--- config.mk ---
export PLATFORM = sky130hd
export DESIGN_NAME = base64_stream_decoder_unit
export DESIGN_NICKNAME = d
export VERILOG_FILES = /design/src/rtl/b64sd_pkg.sv /design/src/rtl/base64_stream_decoder_unit.sv
export SDC_FILE = /design/constraint.sdc
export NUM_CORES = 1
export LEC_CHECK = 0
export BUFFER_PORTS_ARGS = -buffer_cell sky130_fd_sc_hd__clkbuf_2
export CORE_ASPECT_RATIO = 1.25
export CORE_MARGIN = 5
export CORE_UTILIZATION = 34
export DETAILED_ROUTE_END_ITERATION = 10
export PLACE_DENSITY = 0.5
export SYNTH_ARGS = -nofsm -noshare
export SYNTH_HDL_FRONTEND = slang
export SYNTH_SLANG_ARGS = --single-unit
--- constraint.sdc ---
create_clock -name aclk -period 14.7 [get_ports aclk]
set_input_delay 0.735 -clock aclk [delete_from_list [all_inputs] [get_ports aclk]]
set_output_delay 0.735 -clock aclk [all_outputs]
set_load 0.005 [all_outputs]
--- src/rtl/b64sd_pkg.sv ---
// Package for the Base64 stream decoder: beat types, constants and symbol decode.
package b64sd_pkg;

    // Result queue sizing: one input beat pushes at most five results
    localparam int unsigned MAX_PUSH    = 5;
    localparam int unsigned QUEUE_DEPTH = 8;
    localparam int unsigned QPTR_W      = $clog2(QUEUE_DEPTH);
    localparam int unsigned QCNT_W      = $clog2(QUEUE_DEPTH + 1);
    localparam int unsigned PUSH_W      = $clog2(MAX_PUSH + 1);

    localparam logic [7:0] PAD_CHAR    = 8'h3D;  // '='
    localparam logic [7:0] INVALID_SYM = 8'hFF;

    typedef struct packed {
        logic [7:0] char_code;
        logic       last;
    } in_beat_t;

    typedef struct packed {
        logic [7:0] out_byte;
        logic       byte_valid;
        logic       end_of_stream;
        logic       error;
    } out_beat_t;

    // Open group: decoded 6-bit values (or INVALID_SYM), fill and error flag
    typedef struct packed {
        logic [2:0][7:0] vals;
        logic [1:0]      cnt;
        logic            err;
    } grp_t;

    typedef struct packed {
        grp_t            g;
        logic            emit;
        logic [2:0][7:0] bytes;
    } feed_t;

    typedef struct packed {
        out_beat_t [MAX_PUSH-1:0] item;
        logic [PUSH_W-1:0]        n;
    } push_list_t;

    // Map one ASCII code to its 6-bit value; both alphabets accepted
    function automatic logic [7:0] decode_symbol(input logic [7:0] c);
        logic [7:0] v;
        v = INVALID_SYM;
        if (c >= 8'h41 && c <= 8'h5A) begin          // A-Z
            v = c - 8'h41;
        end else if (c >= 8'h61 && c <= 8'h7A) begin // a-z
            v = c - 8'h61 + 8'd26;
        end else if (c >= 8'h30 && c <= 8'h39) begin // 0-9
            v = c - 8'h30 + 8'd52;
        end else if (c == 8'h2B || c == 8'h2D) begin // '+' or '-'
            v = 8'd62;
        end else if (c == 8'h2F || c == 8'h5F) begin // '/' or '_'
            v = 8'd63;
        end
        return v;
    endfunction

    function automatic logic [7:0] first_byte(input logic [7:0] a, input logic [7:0] b);
        return {a[5:0], b[5:4]};
    endfunction

    function automatic logic [7:0] second_byte(input logic [7:0] b, input logic [7:0] c);
        return {b[3:0], c[5:2]};
    endfunction

    function automatic logic [7:0] third_byte(input logic [7:0] c, input logic [7:0] d);
        return {c[1:0], d[5:0]};
    endfunction

endpackage

--- src/rtl/base64_stream_decoder_unit.sv ---
// Base64 stream decoder top level: character in, decoded bytes and end beat out.
//
// Usage: s_data carries one character and a last flag per beat on a valid/ready
// channel. m_data returns result beats: decoded bytes (byte_valid=1) and, once
// per stream, an end beat (end_of_stream=1) whose error bit flags a bad full
// group. Bytes sent before an error must be discarded downstream.
// Each accepted beat's results are registered into the result queue before
// they show on m_. Throughput: one character per cycle while s_ready is high; each
// accepted beat pushes 0 to 5 results into an 8-entry result queue that drains
// one beat per cycle while m_ready is high, and s_ready is high while the queue
// holds at most 3 results. Four characters give three bytes, so a steady stream
// runs at one character per cycle while m_ready stays high. The last beat of a
// stream may push up to 5 results and the input waits while those drain.
// Reset (aresetn low, synchronous) empties the queue and clears the group and
// hold-back state. When m_ready is low, results collect in the queue and the
// input stalls once the queue can no longer take a worst-case beat.
module base64_stream_decoder_unit (
    input  logic                  aclk,
    input  logic                  aresetn,
    input  logic                  s_valid,
    output logic                  s_ready,
    input  b64sd_pkg::in_beat_t   s_data,
    output logic                  m_valid,
    input  logic                  m_ready,
    output b64sd_pkg::out_beat_t  m_data
);

    // Group state and the two held-back characters
    b64sd_pkg::grp_t   grp_reg, grp_next;
    logic [1:0][7:0]   held_reg, held_next;
    logic [1:0]        held_cnt_reg, held_cnt_next;

    // Result queue
    b64sd_pkg::out_beat_t [b64sd_pkg::QUEUE_DEPTH-1:0] q_reg;
    logic [b64sd_pkg::QPTR_W-1:0] rd_reg, rd_next, wr_reg, wr_next;
    logic [b64sd_pkg::QCNT_W-1:0] cnt_reg, cnt_next;

    b64sd_pkg::push_list_t push;
    logic                  s_fire, m_fire;

    // Feed one character into the open group; a full group is checked here
    function automatic b64sd_pkg::feed_t feed(input b64sd_pkg::grp_t g,
                                              input logic [7:0] ch);
        b64sd_pkg::feed_t r;
        logic [7:0]       v;
        logic             bad;
        r       = '0;
        r.g     = g;
        v       = b64sd_pkg::decode_symbol(ch);
        bad     = 1'b0;
        if (g.cnt != 2'd3) begin
            r.g.vals[g.cnt] = v;
            r.g.cnt         = g.cnt + 2'd1;
        end else begin
            bad = (g.vals[0] == b64sd_pkg::INVALID_SYM) ||
                  (g.vals[1] == b64sd_pkg::INVALID_SYM) ||
                  (g.vals[2] == b64sd_pkg::INVALID_SYM) ||
                  (v == b64sd_pkg::INVALID_SYM);
            r.g.cnt = 2'd0;
            if (bad) begin
                r.g.err = 1'b1;
            end else begin
                r.emit = !g.err;
            end
            r.bytes[0] = b64sd_pkg::first_byte(g.vals[0], g.vals[1]);
            r.bytes[1] = b64sd_pkg::second_byte(g.vals[1], g.vals[2]);
            r.bytes[2] = b64sd_pkg::third_byte(g.vals[2], v);
        end
        return r;
    endfunction

    // Append one result beat to the push list
    function automatic b64sd_pkg::push_list_t add(input b64sd_pkg::push_list_t l,
                                                  input b64sd_pkg::out_beat_t b);
        b64sd_pkg::push_list_t r;
        r = l;
        for (int j = 0; j < b64sd_pkg::MAX_PUSH; j++) begin
            if (l.n == b64sd_pkg::PUSH_W'(j)) begin
                r.item[j] = b;
            end
        end
        r.n = l.n + b64sd_pkg::PUSH_W'(1);
        return r;
    endfunction

    function automatic b64sd_pkg::out_beat_t byte_beat(input logic [7:0] d);
        b64sd_pkg::out_beat_t b;
        b               = '0;
        b.out_byte      = d;
        b.byte_valid    = 1'b1;
        return b;
    endfunction

    function automatic b64sd_pkg::push_list_t add_group(input b64sd_pkg::push_list_t l,
                                                        input b64sd_pkg::feed_t f);
        b64sd_pkg::push_list_t r;
        r = l;
        if (f.emit) begin
            r = add(r, byte_beat(f.bytes[0]));
            r = add(r, byte_beat(f.bytes[1]));
            r = add(r, byte_beat(f.bytes[2]));
        end
        return r;
    endfunction

    // Handshakes
    assign s_ready = (cnt_reg <= b64sd_pkg::QCNT_W'(b64sd_pkg::QUEUE_DEPTH -
                                                   b64sd_pkg::MAX_PUSH));
    assign s_fire  = s_valid && s_ready;
    assign m_valid = (cnt_reg != '0);
    assign m_fire  = m_valid && m_ready;
    assign m_data  = q_reg[rd_reg];

    // Per-beat decode: group update, padding strip, tail bytes and end beat
    always_comb begin
        b64sd_pkg::feed_t      f;
        b64sd_pkg::out_beat_t  eb;
        logic [2:0][7:0]       tail;
        logic [1:0]            keep;
        logic [1:0]            k;
        logic [7:0]            prev;

        grp_next      = grp_reg;
        held_next     = held_reg;
        held_cnt_next = held_cnt_reg;
        push          = '0;
        f             = '0;
        eb            = '0;
        tail          = '0;
        keep          = '0;
        k             = '0;
        prev          = '0;

        if (s_fire) begin
            if (!s_data.last) begin
                if (held_cnt_reg == 2'd2) begin
                    f            = feed(grp_reg, held_reg[0]);
                    grp_next     = f.g;
                    push         = add_group(push, f);
                    held_next[0] = held_reg[1];
                    held_next[1] = s_data.char_code;
                end else begin
                    held_next[held_cnt_reg[0]] = s_data.char_code;
                    held_cnt_next              = held_cnt_reg + 2'd1;
                end
            end else begin
                grp_next = grp_reg;
                // A stream of one character skips straight to the end beat
                if (held_cnt_reg != 2'd0) begin
                    tail[0] = held_reg[0];
                    tail[1] = (held_cnt_reg == 2'd2) ? held_reg[1] : s_data.char_code;
                    tail[2] = s_data.char_code;
                    k       = held_cnt_reg + 2'd1;
                    prev    = (held_cnt_reg == 2'd2) ? held_reg[1] : held_reg[0];
                    keep    = k;
                    if (s_data.char_code == b64sd_pkg::PAD_CHAR) begin
                        keep = (prev == b64sd_pkg::PAD_CHAR) ? k - 2'd2 : k - 2'd1;
                    end
                    for (int i = 0; i < 3; i++) begin
                        if (2'(i) < keep) begin
                            f        = feed(grp_next, tail[i]);
                            grp_next = f.g;
                            push     = add_group(push, f);
                        end
                    end
                    // Tail of two or three characters
                    if (!grp_next.err && grp_next.cnt >= 2'd2) begin
                        push = add(push, byte_beat(
                            b64sd_pkg::first_byte(grp_next.vals[0], grp_next.vals[1])));
                        if (grp_next.cnt == 2'd3) begin
                            push = add(push, byte_beat(
                                b64sd_pkg::second_byte(grp_next.vals[1],
                                                       grp_next.vals[2])));
                        end
                    end
                end
                eb.end_of_stream = 1'b1;
                eb.error         = grp_next.err;
                push             = add(push, eb);
                grp_next.cnt     = 2'd0;
                grp_next.err     = 1'b0;
                held_cnt_next    = 2'd0;
            end
        end
    end

    // Queue pointers and fill
    always_comb begin
        wr_next  = wr_reg + b64sd_pkg::QPTR_W'(push.n);
        rd_next  = rd_reg + b64sd_pkg::QPTR_W'(m_fire);
        cnt_next = cnt_reg + b64sd_pkg::QCNT_W'(push.n) - b64sd_pkg::QCNT_W'(m_fire);
    end

    // Group state, hold-back count and queue pointers
    always_ff @(posedge aclk) begin
        if (!aresetn) begin
            grp_reg      <= '0;
            held_cnt_reg <= 2'd0;
            rd_reg       <= '0;
            wr_reg       <= '0;
            cnt_reg      <= '0;
        end else begin
            grp_reg      <= grp_next;
            held_cnt_reg <= held_cnt_next;
            rd_reg       <= rd_next;
            wr_reg       <= wr_next;
            cnt_reg      <= cnt_next;
        end
    end

    // Payload registers: held characters, queue entries
    always_ff @(posedge aclk) begin
        held_reg     <= held_next;
        for (int i = 0; i < b64sd_pkg::MAX_PUSH; i++) begin
            if (b64sd_pkg::PUSH_W'(i) < push.n) begin
                q_reg[wr_reg + b64sd_pkg::QPTR_W'(i)] <= push.item[i];
            end
        end
    end

    // Checks
    a_queue_bound: assert property (@(posedge aclk) disable iff (!aresetn)
        cnt_reg <= b64sd_pkg::QCNT_W'(b64sd_pkg::QUEUE_DEPTH))
        else $error("result queue overfilled");

    a_push_bound: assert property (@(posedge aclk) disable iff (!aresetn)
        push.n <= b64sd_pkg::PUSH_W'(b64sd_pkg::MAX_PUSH))
        else $error("too many results pushed for one beat");

    a_end_clears: assert property (@(posedge aclk) disable iff (!aresetn)
        (s_fire && s_data.last) |=>
            (held_cnt_reg == 2'd0 && grp_reg.cnt == 2'd0 && !grp_reg.err))
        else $error("stream state not cleared after end beat");

    a_no_bytes_after_error: assert property (@(posedge aclk) disable iff (!aresetn)
        (s_fire && !s_data.last && grp_reg.err) |-> (push.n == '0))
        else $error("bytes pushed after a bad group");

    a_end_not_byte: assert property (@(posedge aclk) disable iff (!aresetn)
        m_valid |-> !(m_data.byte_valid && m_data.end_of_stream))
        else $error("end beat marked as byte");

endmodule

## Yosys cells after proc, flatten, opt, wreduce, memory -nomap -nowiden

Cells that the tools add are included.

- $mul: 0
- Divide/modulo/power cells: 0
- Bitwise gates (word level): 1
- $add $sub $neg: 38
- Order comparisons: 47
- Reduce and logical (&&, ||, !) cells: 59
- Multiplexer cells: 193
- Eq/ne operators: 72
- Shifts and indexed selects: 0

Operators with widths:

| kind | count |
|---|---|
| 58-bit 2-to-1 mux | 20 |
| 11-bit 2-to-1 mux | 51 |
| 26-bit 2-to-1 mux | 19 |
| 88-bit bitwise mux | 5 |
| 88-bit 2-to-1 mux | 5 |
| 27-bit 2-to-1 mux | 15 |
| 8-bit 2-to-1 mux | 36 |
| 11-bit demux with 3-bit select | 5 |
| 36-bit 2-to-1 mux | 4 |
| 8-bit == test, second input constant | 13 |
| 24-bit bitwise mux | 4 |
| 24-bit 2-to-1 mux | 4 |
| 8-bit by 6-bit == test with 1-bit output, second input constant | 11 |
| 3-bit by 2-bit == test with 1-bit output, second input constant | 18 |
| 8-bit demux with 2-bit select | 3 |
| 8-bit by 7-bit greater-or-equal comparator with 1-bit output, second input constant | 6 |
| 8-bit by 7-bit less-or-equal comparator with 1-bit output, second input constant | 6 |
| 8-bit by 7-bit subtractor with 8-bit output, second input constant | 6 |
| 11-bit binary-select mux with 3-bit select | 1 |
| 3-bit by 1-bit adder with 3-bit output, second input constant | 10 |
| 3-bit by 1-bit == test with 1-bit output, second input constant | 9 |
| 3-bit == test, second input constant | 9 |
| 3-bit zero test | 9 |
| 8-bit by 5-bit adder with 8-bit output, second input constant | 3 |
| 45 further kinds | 138 |

- Register bits after elaboration: 143
- Memory bits (writable): 0
- Memories kept: 0
- Latch bits: 0
- Word-level logic and storage cells: 453
- Bits in read-only memories: 0
- Input bits: 13

## Depth between registers and ports, before layout

Gate-level depths: netlist of run 1.

- Word-level depth: 79
- Mapped depth: 45

## Worst setup path before layout of run 1

OpenSTA, ideal clock, no wires.

- Path kind: register to register
- From: register held_cnt_reg[0]
- To: register q_reg[82] in the netlist's numbering
- Slack: 4343 ps
- Arrival: 10230 ps
- Clock period less this slack: 10357 ps
- Path buffers: 4
- Cell stages (with the launch flop): 42
- Cell sequence: dfxtp_1 clkbuf_1 inv_1 clkbuf_1 ha_1 buf_2 mux2i_1 inv_1 ha_1 nor2b_1 a2bb2oi_1 nor3_1 a222oi_1 o211a_1 and3_1 a211o_1 clkbuf_1 nor3_1 [... 6 more ...] inv_1 ha_1 ha_1 mux2i_1 inv_1 ha_1 ha_1 mux2i_1 a32oi_1 a21o_1 ha_1 nor2_1 clkinv_1 o2111a_1 a211oi_1 a21oi_1 a221oi_1 a31oi_1

- Word-level cells in the longest chain between the ends: 60

Ends and longest elaborated chain:

| element | line | source |
|---|---|---|
| start: declaration | base64_stream_decoder_unit.sv:31 | `logic [1:0] held_cnt_reg, held_cnt_next;` |
| start signal: assignment | base64_stream_decoder_unit.sv:204 | `held_cnt_reg <= held_cnt_next;` |
| parallel branches: the longest is 48 deep, another holds 8-bit by 6-bit subtractor with 8-bit output | - |  |
| 58-bit 2-to-1 mux (*) | base64_stream_decoder_unit.sv:135 | `if (!s_data.last) begin` |
| 58-bit 2-to-1 mux (*) | base64_stream_decoder_unit.sv:134 | `if (s_fire) begin` |
| parallel branches: the longest is 9 deep, another holds 1-bit by 3-bit less-than comparator with 1-bit output | - |  |
| 88-bit 2-to-1 mux (*) | base64_stream_decoder_unit.sv:215 | `if (b64sd_pkg::PUSH_W'(i) < push.n) begin` |
| end signal: indexed assignment | base64_stream_decoder_unit.sv:216 | `q_reg[wr_reg + b64sd_pkg::QPTR_W'(i)] <= push.item[i];` |
| end: declaration | base64_stream_decoder_unit.sv:34 | `b64sd_pkg::out_beat_t [b64sd_pkg::QUEUE_DEPTH-1:0] q_reg;` |

Mark *: on every way between the ends. The select of a mux whose other input is x is not followed.
A chain may end at the register's enable or synchronous reset.

## Worst setup path in the final report of run 1

- From: register held_cnt_reg[0]
- To: register q_reg[46] in the netlist's numbering

Same word-level chain as after synthesis.

==> metrics.csv, run 1 <==
stage;metric;value;unit
critical_path;worstPathRequired;15.06;ns
placement;gp_congestion;1.08;
routing;drt_iter0_drc;2788;
routing;drt_wl_total;107000;um
clocking;post_cts_resized;0;
routing;vias;22300;
grt;grt_pass1_vias;21500;
critical_path;path_common_cell;ha_1;
timing;finalWorstSetupSlack;1.33;ns
placement;dp_cells;3074;
power_and_ir_drop;leakagePower;6.80;nW
final_layout;fin_cells;3106;
critical_path;cp.arrival;13.73;ns
clocking;clock_path_buffers;2;
synthesis;syn_inst;2476;
synthesis;synth-seq-cells;143;
final_layout;syn_to_final_growth;8.15;%
clocking;insertion_delay;0.50;ns
floorplan;start_util;0.342;
synthesis;syn_avg_cell_area;7.22;um2
synthesis;yosys-top-cells-area;dfxtp_1, a21oi_1, nand2_1;
clocking;cts_made_buffers;17;
grt;overflow;0;
timing;skew;0.0169;ns
clocking;cts.clk_slew.worst_paths;0.08;ns
floorplan;core_area;0.0523;mm2
final_layout;diodes;0;
synthesis;synth.cell_area;0.0179;mm2
grt;grt_usage;0.359;
timing;finalCritPeriodShare;0.910;
timing;grt_setup_unrepaired;false;
min_path;min_to;q_reg[16]$_DFF_P_;
floorplan;boundaryPins;26;
timing;worst_pin_slew;1.46;ns
outcome;status;finished, final reports clean;
clocking;cts_tree;done;
timing;finalSetupTns;0;ns
synthesis;synth_edf_count;16;
run;cap_violations;0;
synthesis;synth_cell_types;111;
synthesis;ys_seq_area_frac;0.169;
grt;grt_max_degree;50;
routing;detail-route-antenna-nets;0;
synthesis;yosysWarnings;0;
floorplan;die_area;0.0573;mm2
floorplan;rows;94;
critical_path;worstSetupPathType;flip-flop to flip-flop;
critical_path;worstPathMaxFanout;24;
final_layout;layout-drive-gt1-share;0.101;
synthesis;synth_nets;2564;
critical_path;cp-start-kind;flip-flop;
final_layout;final_cell_mix;nand2_1, nor2_1, a21oi_1;
clocking;htree_levels;4;
critical_path;crit_slowest_cell;ha_1;
floorplan;dieWidth;215;um
timing;setup_viol;0;
final_layout;fill_cells;5654;
routing;drt-vias-per-instance;7.17;
min_path;min_from;q_reg[16]$_DFF_P_;
critical_path;r2r-end;q_reg[46]$_DFF_P_;
critical_path;crit_family;adder cells;
placement;port_buffers;25;
final_layout;final_common_cell;nand2_1;
timing;slew_headroom;0.0190;
routing;first_pass_iters;7;
routing;wire_per_inst;34.5;um
timing;clock.fmax;74.8;MHz
critical_path;slowest_delay;0.80;ns
final_layout;largest_reg_flops;88;
timing;fin_crit;13.37;ns
synthesis;yosys.area.top_type_share;0.142;
critical_path;endpoint_kind;flip-flop;
synthesis;synth_top_area_cell;dfxtp_1;
clocking;hold_buffers;0;
critical_path;worstReg2RegStart;held_cnt_reg[0]$_SDFFE_PN0P_;
placement;hpwl;82900;um
min_path;hold_path_depth;2;
synthesis;async_flop_share;0;
placement;place_ws;1.78;ns
clocking;clockRootBuffer;clkbuf_16;
timing;slew_violations;0;
power_and_ir_drop;ir_drop;0.0617;mV
timing;hold_viol;0;
synthesis;synth_ff_type;dfxtp_1;
power_and_ir_drop;power_density;100;mW/mm2
floorplan;die_h;266;um
grt;antenna_found_initial;0;
min_path;hp-class;flip-flop to flip-flop;
critical_path;r2r_cells;38;
critical_path;r2r_slack;1.33;ns
clocking;cts.sinks;143;
critical_path;critPathBufInv;7;
final_layout;finalNetCount;2509;
grt;grt_pass1_wl;154000;um
routing;drc;0;
clocking;post_cts_buffers;0;
-- power breakdown --
group          internal [mW]  switching [mW]  leakage (nW)
registers              0.439          0.0647          1.18
logic                  0.295           0.653          5.33
clock network          0.261           0.231         0.299
-- tightest hold or removal path: stages (launching register included) --
cell and delay, ns:
dfxtp_1 0.32, nand3_1 0.06, a31oi_1 0.06
-- synth_stat cells (32+ instances only) --
cell type  number
nand2_1       273
o221ai_1       38
a211oi_1       50
o22ai_1        91
mux2i_1        43
o211ai_1       48
and2_1         44
a31oi_1        48
ha_1           73
nor2b_1        34
clkbuf_1      122
a22oi_1        37
nor2_1        226
nor3_1         54
inv_1          68
a221oi_1       60
and3_1         32
dfxtp_1       127
nand3_1        70
a21oi_1       224
o21ai_0       134
-- layer usage --
metal | GRT usage | vias to the layer above | wire [um]
li1 | - | 9572 | -
met4 | 0.309 | 0 | 11900
met3 | 0.0702 | 581 | 8070
met1 | 0.380 | 10700 | 36600
met2 | 0.612 | 1397 | 50700
met5 | 0 | - | 0
-- worst max path at each step --
stage | depth (start not counted) | to | slack (ns) | from
floorplan | 41 | q_reg[82]$_DFF_P_ | 4.34 | held_cnt_reg[0]$_SDFFE_PN0P_
global placement | 38 | q_reg[46]$_DFF_P_ | 2.19 | held_cnt_reg[0]$_SDFFE_PN0P_
detailed placement | 38 | q_reg[46]$_DFF_P_ | 1.78 | held_cnt_reg[0]$_SDFFE_PN0P_
CTS | 38 | q_reg[46]$_DFF_P_ | 1.66 | held_cnt_reg[0]$_SDFFE_PN0P_
global route | 38 | q_reg[46]$_DFF_P_ | 0.35 | held_cnt_reg[0]$_SDFFE_PN0P_
finish | 38 | q_reg[46]$_DFF_P_ | 1.33 | held_cnt_reg[0]$_SDFFE_PN0P_
-- stage by stage --
step | util | hold slack (ns) | instance area [um2] | power (mW)
finish | 0.370 | 0.489 | 19300 | 1.94
global route | 0.370 | 0.520 | 19300 | 2.01
CTS | 0.369 | 0.487 | 19300 | 1.91
detailed placement | 0.358 | 0.478 | 18700 | 1.42
global placement | 0.358 | 0.460 | 18700 | 1.42
floorplan | - | 0.429 | 17900 | 1.07
-- layout make-up --
cell class	instances	area, um2	share of cell area
clock buffers	18	439	0.0227
flip-flops and latches	143	3020	0.156
well taps	672	841	0.0435
multi-input cells	2095	14000	0.723
repair buffers	90	613	0.0317
clock inverters	14	168	0.00867
inverters	74	278	0.0144
-- logic make-up (layout without fill, tap and decap cells) --
family                   count (synthesis)  after routing  share of synthesized area
XOR/XNOR                                20             20                    0.00980
flip-flops                             143            143                      0.169
AND/OR/NAND/NOR                        867            867                      0.238
adder cells (fa/ha/maj)                 75             75                     0.0533
multiplexers                            91             91                     0.0686
buffers and inverters                  238            196                     0.0522
AO/OA/AOI/OAI                         1042           1042                      0.410
(Power assumes the default switching activity.)
==> run 2: changes to the inputs <==
--- a/config.mk
+++ b/config.mk
@@ -9,6 +9,7 @@
 export CORE_ASPECT_RATIO = 1.25
 export CORE_MARGIN = 5
 export CORE_UTILIZATION = 34
+export CTS_BUF_LIST = sky130_fd_sc_hd__clkbuf_2 sky130_fd_sc_hd__clkbuf_4 sky130_fd_sc_hd__clkbuf_8
 export DETAILED_ROUTE_END_ITERATION = 10
 export PLACE_DENSITY = 0.5
 export SYNTH_ARGS = -nofsm -noshare
==> metrics.csv, run 2 (synthesis gave the netlist of run 1 again) <==
stage;metric;value;unit;change
min_path;hp-class;flip-flop to flip-flop;;
routing;first_pass_iters;6;;-1
run;cap_violations;0;;unchanged
critical_path;r2r_slack;1.30;ns;-0.02 ns
power_and_ir_drop;power_density;95.7;mW/mm2;-4.7%
grt;grt_usage;0.359;;unchanged
critical_path;crit_family;compound AO/OA/AOI/OAI gates;;
timing;finalCritPeriodShare;0.911;;+0.00145
routing;detail-route-antenna-nets;0;;unchanged
critical_path;slowest_delay;1.06;ns;+0.26 ns
timing;worst_pin_slew;1.32;ns;-0.149 ns
critical_path;path_common_cell;ha_1;;
timing;hold_viol;0;;unchanged
routing;drt_wl_total;107000;um;about the same
clocking;post_cts_resized;0;;unchanged
grt;grt_max_degree;50;;unchanged
floorplan;dieWidth;215;um;unchanged
critical_path;r2r-end;q_reg[5]$_DFF_P_;;
clocking;cts_made_buffers;17;;unchanged
grt;grt_pass1_vias;21400;;-0.056%
routing;drc;0;;unchanged
clocking;clock_path_buffers;2;;unchanged
placement;hpwl;82900;um;unchanged
clocking;post_cts_buffers;0;;unchanged
timing;clock.fmax;74.7;MHz;-0.16%
clocking;insertion_delay;0.58;ns;+0.08 ns
clocking;cts_tree;done;;
clocking;cts.clk_slew.worst_paths;0.11;ns;+0.03 ns
grt;antenna_found_initial;4;;+4
timing;skew;0.0295;ns;+0.0126 ns
power_and_ir_drop;power;1.83;mW;-5.6%
final_layout;layout-drive-gt1-share;0.101;;unchanged
floorplan;start_util;0.342;;unchanged
critical_path;r2r_cells;38;;unchanged
final_layout;syn_to_final_growth;7.12;%;
critical_path;critPathBufInv;7;;unchanged
critical_path;cp.arrival;13.87;ns;+0.14 ns
timing;slew_headroom;0.115;;+0.0961
critical_path;crit_slowest_cell;a21boi_0;;
clocking;hold_buffers;0;;unchanged
critical_path;worstSetupPathType;flip-flop to flip-flop;;
final_layout;finalNetCount;2509;;unchanged
final_layout;final_cell_mix;nand2_1, nor2_1, a21oi_1;;
timing;finalSetupTns;0;ns;unchanged
timing;grt_setup_unrepaired;false;;
final_layout;largest_reg_flops;88;;unchanged
min_path;hold_path_depth;2;;unchanged
routing;vias;22400;;+0.51%
critical_path;worstReg2RegStart;held_cnt_reg[0]$_SDFFE_PN0P_;;
min_path;min_from;q_reg[16]$_DFF_P_;;
clocking;cts.sinks;143;;unchanged
power_and_ir_drop;ir_drop;0.0584;mV;-5.4%
routing;drt-vias-per-instance;7.20;;+0.41%
grt;grt_pass1_wl;153000;um;about the same
grt;overflow;0;;unchanged
floorplan;core_area;0.0523;mm2;unchanged
clocking;clockRootBuffer;clkbuf_8;;
clocking;htree_levels;4;;unchanged
critical_path;worstPathRequired;15.17;ns;+0.11 ns
placement;port_buffers;25;;unchanged
routing;drt_iter0_drc;2971;;+6.6%
floorplan;rows;94;;unchanged
power_and_ir_drop;leakagePower;6.71;nW;-1.3%
min_path;min_to;q_reg[16]$_DFF_P_;;
timing;setup_viol;0;;unchanged
timing;slew_violations;0;;unchanged
final_layout;final_common_cell;nand2_1;;
routing;wire_per_inst;34.5;um;about the same
final_layout;final_util;0.366;;-0.00351
critical_path;cp-start-kind;flip-flop;;
floorplan;die_h;266;um;unchanged
critical_path;worstPathMaxFanout;24;;unchanged
floorplan;die_area;0.0573;mm2;unchanged
critical_path;endpoint_kind;flip-flop;;
placement;gp_congestion;1.08;;unchanged
outcome;status;finished, final reports clean;;
floorplan;boundaryPins;26;;unchanged
timing;fin_crit;13.40;ns;+0.0213 ns
run 2: changes by cell type in the layout (fill, tap and decap cells not counted):
cell	change
clkbuf_8	+17
diode_2	+3
clkbuf_16	-17
run 2: area by class of cell:
type                            count  area, um2
Tap cell                          672        841
Timing Repair Buffer               90        613
Antenna cell                        3       7.51
Clock inverter                     14        168
Sequential cell                   143       3020
Fill cell                        5668      33200
Clock buffer                       18        248
Inverter                           74        278
Multi-Input combinational cell   2095      14000
run 2: per-layer routing:
layer / wire (um) / global-route usage / up-vias
met5: 36 / 0 / -
met1: 36800 / 0.380 / 10800
li1: - / - / 9577
met4: 11700 / 0.307 / 4
met3: 7850 / 0.0680 / 550
met2: 51000 / 0.615 / 1448
run 2: through the flow:
stage / instance area, um2 / instances / hold WS [ns] / setup slack (ns)
floorplan: 17900 / 2476 / 0.429 / 4.34
global placement: 18700 / 3074 / 0.460 / 2.19
detailed placement: 18700 / 3074 / 0.478 / 1.78
CTS: 19100 / 3106 / 0.492 / 1.66
global route: 19200 / 3107 / 0.524 / 0.345
finish: 19200 / 3109 / 0.495 / 1.30
run 2: how the worst max path moves through the flow:
stage          slack (ns)  cells after the start                         start                 to
6_report             1.30                     38  held_cnt_reg[0]$_SDFFE_PN0P_   q_reg[5]$_DFF_P_
2_1_floorplan        4.34                     41  held_cnt_reg[0]$_SDFFE_PN0P_  q_reg[82]$_DFF_P_
3_5_place_dp         1.78                     38  held_cnt_reg[0]$_SDFFE_PN0P_  q_reg[46]$_DFF_P_
3_3_place_gp         2.19                     38  held_cnt_reg[0]$_SDFFE_PN0P_  q_reg[46]$_DFF_P_
4_1_cts              1.66                     38  held_cnt_reg[0]$_SDFFE_PN0P_  q_reg[46]$_DFF_P_
5_1_grt              0.35                     38  held_cnt_reg[0]$_SDFFE_PN0P_  q_reg[46]$_DFF_P_
run 2: report_power, final:
part	switching [mW]	internal [mW]	leakage [nW]
sequential	0.0652	0.438	1.18
clock	0.220	0.162	0.212
combinational	0.653	0.295	5.33
run 2: worst min-delay path, stage by stage, from the launching register on:
cell and delay (ns):
dfxtp_1 0.33, nand3_1 0.06, a31oi_1 0.06
